$ cat src/design/bsc_pkg.sv
// Types, constants and helper functions of the bond angle structure classifier
package bsc_pkg;

    localparam int COORD_BITS = 20;
    localparam int MAX_NEIGH  = 32;
    localparam int CUT_W      = 40;

    localparam int IDX_W  = $clog2(MAX_NEIGH);
    localparam int CNT_W  = $clog2(MAX_NEIGH + 1);
    localparam int RSQ_W  = 2 * COORD_BITS;
    localparam int CMP_W  = (RSQ_W > CUT_W) ? RSQ_W : CUT_W;
    localparam int DOT_W  = 2 * COORD_BITS + 1;
    localparam int MAG_W  = 2 * COORD_BITS;
    localparam int SQ_W   = 2 * MAG_W;
    localparam int MEM_W  = 3 * COORD_BITS + RSQ_W;

    localparam int MUL_DIGIT = 8;
    localparam int MUL_STEPS = (MAG_W + MUL_DIGIT - 1) / MUL_DIGIT;
    localparam int MUL_B_W   = MUL_STEPS * MUL_DIGIT;
    localparam int MUL_P_W   = SQ_W + MUL_B_W;
    localparam int MUL_CNT_W = $clog2(MUL_STEPS + 1);

    localparam int SEL_PASSES = 6;
    localparam int PASS_W     = 3;
    localparam int SUM_W      = RSQ_W + 3;
    localparam int SCALE_W    = RSQ_W + 8;
    localparam int SHELL_DEN  = 120;
    localparam int INNER_NUM  = 29;
    localparam int OUTER_NUM  = 31;

    localparam int BIN_N     = 8;
    localparam int BIN_W     = 9;
    localparam int BIN_IDX_W = 3;
    localparam int SHELL_W   = 6;
    localparam int SHELL_LO     = 11;
    localparam int SHELL_CP_HI  = 12;
    localparam int SHELL_ICO_HI = 13;

    localparam int LIM_N     = 9;
    localparam int LIM_W     = 4;
    localparam int LIM_GAP   = 4;
    localparam int LIM_POS   = 5;
    localparam int AP2_W     = 20;
    localparam logic [AP2_W-1:0] MILLI_SQ = AP2_W'(1000000);

    localparam int DEC_W  = 24;
    localparam int CODE_W = 3;

    typedef enum logic [CODE_W-1:0] {
        CODE_NONE = 3'd0,
        CODE_FCC  = 3'd1,
        CODE_BCC  = 3'd2,
        CODE_HCP  = 3'd3,
        CODE_ICO  = 3'd4
    } code_t;

    typedef enum logic [3:0] {
        ST_IDLE,
        ST_RSQ,
        ST_STORE,
        ST_SEL,
        ST_INNER,
        ST_PJ,
        ST_PJ_RD,
        ST_PK,
        ST_PK_RD,
        ST_DOT,
        ST_MAG,
        ST_M2,
        ST_P,
        ST_X,
        ST_LIM,
        ST_LIM_WAIT
    } state_t;

    typedef struct packed {
        logic               start;
        logic [SQ_W-1:0]    a;
        logic [MUL_B_W-1:0] b;
    } mul_req_t;

    typedef struct packed {
        logic               done;
        logic [MUL_P_W-1:0] p;
    } mul_rsp_t;

    // squared cosine limit, in millis squared, of each bin boundary
    function automatic logic [AP2_W-1:0] lim_ap2(input logic [LIM_W-1:0] idx);
        logic [AP2_W-1:0] r;
        case (idx)
            4'd0:    r = AP2_W'(893025);
            4'd1:    r = AP2_W'(837225);
            4'd2:    r = AP2_W'(570025);
            4'd3:    r = AP2_W'(497025);
            4'd4:    r = AP2_W'(38025);
            4'd5:    r = AP2_W'(38025);
            4'd6:    r = AP2_W'(60025);
            4'd7:    r = AP2_W'(632025);
            default: r = MILLI_SQ;
        endcase
        return r;
    endfunction

endpackage

$ cat src/design/bsc_mul.sv
// Iterative unsigned multiplier, one 8-bit digit of the second operand per cycle
module bsc_mul (
    input  logic              clk,
    input  logic              rst_n,
    input  bsc_pkg::mul_req_t req,
    output bsc_pkg::mul_rsp_t rsp
);
    import bsc_pkg::*;

    logic [SQ_W-1:0]           a_reg;
    logic [MUL_B_W-1:0]        b_reg;
    logic [MUL_P_W-1:0]        acc_reg;
    logic [MUL_P_W-1:0]        acc_next;
    logic [MUL_CNT_W-1:0]      cnt_reg;
    logic                      busy_reg;
    logic                      done_reg;
    logic [SQ_W+MUL_DIGIT-1:0] part;

    assign part     = (SQ_W + MUL_DIGIT)'(a_reg)
                    * (SQ_W + MUL_DIGIT)'(b_reg[MUL_B_W-1 -: MUL_DIGIT]);
    assign acc_next = (acc_reg << MUL_DIGIT) + MUL_P_W'(part);

    always_ff @(posedge clk or negedge rst_n)
    begin
        if (!rst_n)
        begin
            busy_reg <= 1'b0;
            done_reg <= 1'b0;
            cnt_reg  <= '0;
        end
        else
        begin
            done_reg <= 1'b0;
            if (req.start)
            begin
                busy_reg <= 1'b1;
                cnt_reg  <= '0;
            end
            else if (busy_reg)
            begin
                if (cnt_reg == MUL_CNT_W'(MUL_STEPS - 1))
                begin
                    busy_reg <= 1'b0;
                    done_reg <= 1'b1;
                end
                cnt_reg <= cnt_reg + 1'b1;
            end
        end
    end

    always_ff @(posedge clk)
    begin
        if (req.start)
        begin
            a_reg   <= req.a;
            b_reg   <= req.b;
            acc_reg <= '0;
        end
        else if (busy_reg)
        begin
            acc_reg <= acc_next;
            b_reg   <= b_reg << MUL_DIGIT;
        end
    end

    assign rsp.done = done_reg;
    assign rsp.p    = acc_reg;

endmodule

$ cat config.mk
export PLATFORM = sky130hd
export DESIGN_NAME = bsc_mul
export DESIGN_NICKNAME = d
export VERILOG_FILES = /design/src/design/bsc_pkg.sv /design/src/design/bsc_mul.sv
export SDC_FILE = /design/constraint.sdc
export NUM_CORES = 2
export LEC_CHECK = 0
export CAP_MARGIN = 15
export CELL_PAD_IN_SITES_DETAIL_PLACEMENT = 1
export CELL_PAD_IN_SITES_GLOBAL_PLACEMENT = 1
export CORE_MARGIN = 3
export CORE_UTILIZATION = 56
export DETAILED_ROUTE_END_ITERATION = 10
export DONT_BUFFER_PORTS = 1
export PLACE_DENSITY = 0.89
export SKIP_LAST_GASP = 1
export SYNTH_ARGS = -nofsm -noshare
export SYNTH_HDL_FRONTEND = slang
export SYNTH_SLANG_ARGS = --single-unit
export TNS_END_PERCENT = 10
$ cat constraint.sdc
create_clock -name clk -period 14.33 [get_ports clk]
set_input_delay 2.866 -clock clk [delete_from_list [all_inputs] [get_ports clk]]
set_output_delay 2.866 -clock clk [all_outputs]
set_load 0.05 [all_outputs]
==> summary.txt <==
STA
  • Final TNS setup: 0 ps
  • Fin. max-slew vios: 0
  • Minimum clock period: between 7000 and 8000 ps
  • Setup ws final: just under 7000 ps
  • Max Fclk: about 130 MHz
  • Hold Fails Final Rpt: 0
  • Fin Clk Skew: 25.2 ps
  • Worst slew pin tran: 1070 ps
  • RSZ-0062 raised after global routing: false
  • WHS: 542 ps
  • Setup-failing EPs final: 0
  • Period utilisation layout: 52.3%
  • Slew HR: between 20% and 30%

Critical path
  • Flop2flop setup slack: slightly below 7000 ps
  • Max FO, Critical Path: 80
  • Setup crit end kind: flop
  • Worst Path Required: about 15,000 ps
  • Worst endpoint data arrival time: between 7000 and 8000 ps
  • Setup Crit Path Kind: flop to flop
  • Startpoint Class: flop

Clock network
  • CTS Buffer Depth: 3
  • Num Clock Sinks: around 250
  • Setup Buffers After CTS: 0
  • Post_cts resized: 0
  • H-tree depth: 2
  • Clock root buffer: clkbuf_16
  • TritonCTS buffer count: 35
  • Post-cts hold buffer count: 0
  • Clock latency on the worst-skew pair: about 580 ps
  • CTS clock-pin slew for the worst setup and hold paths: about 60 ps
  • CTS tree: built

GRT
  • GRT Util Overall: 36.4%
  • First-pass GRT wire length: 170 mm
  • Initial antenna violation count: 4
  • Vias in the first global route: a little under 30,000
  • Total grt overflow: 0
  • Largest net degree at the start of global routing: 211

Route
  • DR iter-0 viols: approximately 1,700
  • Antenna viol nets, final: 0
  • Via-per-instance ratio: just over 6
  • Vias after detailed routing: approximately 26,000
  • Routed WL per cell: between 20 and 30 microns
  • Drt total wl: roughly 110 mm
  • DRC violations left: 0
  • Number of iterations in the first detailed-routing pass: 5

Synth
  • Avg Cell Area, Syn: between 9 and 10 sq um
  • Gate Count Post-Synth: ~3,500
  • Post-synth EDFFs: 120
  • Post-synth top flop: edfxtp_1
  • Post-synth cell types: 78
  • YS warnings: 0
  • Yosys reg bits: around 250
  • FFs w/ async S/R, synth: 2.04%
  • Post-synthesis sequential area ratio: a little under a fifth
  • Syn Nets: 4,299
  • Post-Syn Area: between 0.03 and 0.04 sq mm

Die
  • Die height: between 200 and 250 microns
  • Die W: roughly 250 microns
  • Cell Rows: 87
  • Starting Density: 57.1%
  • Core ar.: 0.0568 sq mm
  • Die ar.: between 0.06 and 0.07 sq mm
  • # IOs: around 240

Placed design
  • Detailed Place HPWL: ~81 mm
  • Final Wtd Congestion: between 0.9 and 1
  • Port Buffers: 0
  • Pre-CTS setup slack: around 7000 ps
  • Placed Cells: 4,125

Run status
  • Status: finished, final reports clean

Finish
  • Fraction of layout cells with a size suffix above 1: between 3 and 4%
  • Area Growth Syn to Fin: 5.07%
  • Final std cells w/o fill: around 4,200
  • Max reg flops: between 100 and 150
  • Nets: around 4,200

Min path
  • Worst Hold Class: flop to flop

Run
  • Max-Cap Viols: 0
-- cell usage after synthesis (10+ instances only) --
| cell | n | area (sq um) |
|---|---|---|
| nand3_1 | 36 | 180 |
| a211oi_1 | 26 | 195 |
| nor3_1 | 24 | 120 |
| ha_1 | 118 | 1480 |
| clkbuf_1 | 129 | 484 |
| nor2_1 | 154 | 578 |
| nand2_1 | 297 | 1110 |
| o211ai_1 | 10 | 75.1 |
| and2_1 | 493 | 3080 |
| a31oi_1 | 17 | 106 |
| and3_1 | 13 | 81.3 |
| xnor2_1 | 51 | 447 |
| o22ai_1 | 19 | 119 |
| fa_1 | 547 | 11000 |
| o21bai_1 | 27 | 203 |
| nand4_1 | 53 | 332 |
| xor2_1 | 36 | 315 |
| o21a_1 | 16 | 120 |
| nor4_1 | 10 | 62.6 |
| a21oi_1 | 139 | 696 |
| a21o_1 | 57 | 428 |
| edfxtp_1 | 120 | 3600 |
| mux2i_1 | 47 | 470 |
| mux2_2 | 34 | 383 |
| inv_1 | 666 | 2500 |
| dfxtp_1 | 120 | 2400 |
| o21ai_0 | 83 | 415 |
-- placed cells by master (no fill, tap or decap), types with 6 or more instances in the layout --
cell type / netlist / routed
a211oi_1: 26 / 26
a21boi_0: 9 / 9
a21o_1: 57 / 57
a21oi_1: 139 / 139
a221oi_1: 8 / 8
a311oi_1: 8 / 8
a31oi_1: 17 / 17
and2_1: 493 / 493
and3_1: 13 / 13
and4_1: 8 / 8
buf_4: 3 / 15
clkbuf_16: 0 / 35
clkbuf_8: 4 / 6
dfxtp_1: 120 / 120
edfxtp_1: 120 / 120
fa_1: 547 / 547
ha_1: 118 / 118
inv_1: 666 / 665
mux2_2: 34 / 34
mux2i_1: 47 / 47
nand2_1: 297 / 297
nand2b_1: 7 / 6
nand3_1: 36 / 36
nand4_1: 53 / 53
nor2_1: 154 / 153
nor3_1: 24 / 24
nor4_1: 10 / 10
o211ai_1: 10 / 10
o21a_1: 16 / 16
o21ai_0: 83 / 83
o21bai_1: 27 / 27
o22ai_1: 19 / 19
o31ai_1: 9 / 9
or2_2: 6 / 6
or3_1: 9 / 9
or4_1: 9 / 9
xnor2_1: 51 / 51
xor2_1: 36 / 36
-- routing by layer --
metal	share of wire (%)	vias up	global-route usage, %	wire [microns]
li1	-	10800	-	-
met1	36	13200	42.0	39000
met2	50	1155	62.3	53200
met3	7.8	454	8.50	8340
met4	6.4	2	20.5	6890
met5	0.010	-	0	11
-- cell families (layout without fill, tap and decap cells) --
group | Yosys count | after routing | share of synthesized area (%)
mux | 81 | 81 | 2.63
simple gates | 1137 | 1137 | 18.4
buf+inv | 823 | 745 | 9.77
flops | 245 | 245 | 18.9
other cells | 0 | 5 | 0
compound gates | 473 | 473 | 9.63
fa+ha+maj | 665 | 665 | 38.3
xor+xnor | 87 | 87 | 2.35
-- final timing paths --
kind | from | cells after the start | end
max in group asynchronous | rst_n | 0 | busy_reg
worst min-delay path | cnt_reg[2] | 2 | cnt_reg[2]
worst min register to register | cnt_reg[2] | 2 | cnt_reg[2]
worst max register to register | b_reg[32] | 20 | acc_reg[77]
worst max-delay path | b_reg[32] | 20 | acc_reg[77]
min in group asynchronous | rst_n | 0 | done_reg
-- stage by stage --
stage | instance area (sq um) | utilization (%)
floorplan | 32400 | -
global placement | 32800 | 57.8
detailed placement | 32800 | 57.8
CTS | 34100 | 60.0
global route | 34100 | 60.0
finish | 34100 | 60.0
-- area by class of cell --
| cell class | instances | area [sq um] |
|---|---|---|
| inverter | 666 | 2500 |
| tap | 756 | 946 |
| multi-input combinational | 2443 | 23100 |
| clock buffer | 44 | 970 |
| sequential | 245 | 6130 |
| fill | 6456 | 22700 |
| timing repair buffer | 15 | 113 |
| antenna | 5 | 12.5 |
| clock inverter | 20 | 265 |
-- worst max-delay path, cell delays in order, from the launching register on --
cell and delay (ps):
edfxtp_1 320, buf_4 770, nand2_1 240, fa_1 570, inv_1 70, fa_1 510
fa_1 570, inv_1 70, fa_1 500, inv_1 60, ha_1 430, and4_1 260
nand2_1 90, or3b_1 390, nand3_1 210, nand4_1 310, a2111oi_0 710, o211ai_1 280
and2_0 340, o2111a_1 290, a221o_1 280
Power is not shown: default switching activity piles up to over one toggle a cycle in this logic, so the estimate is an artifact.
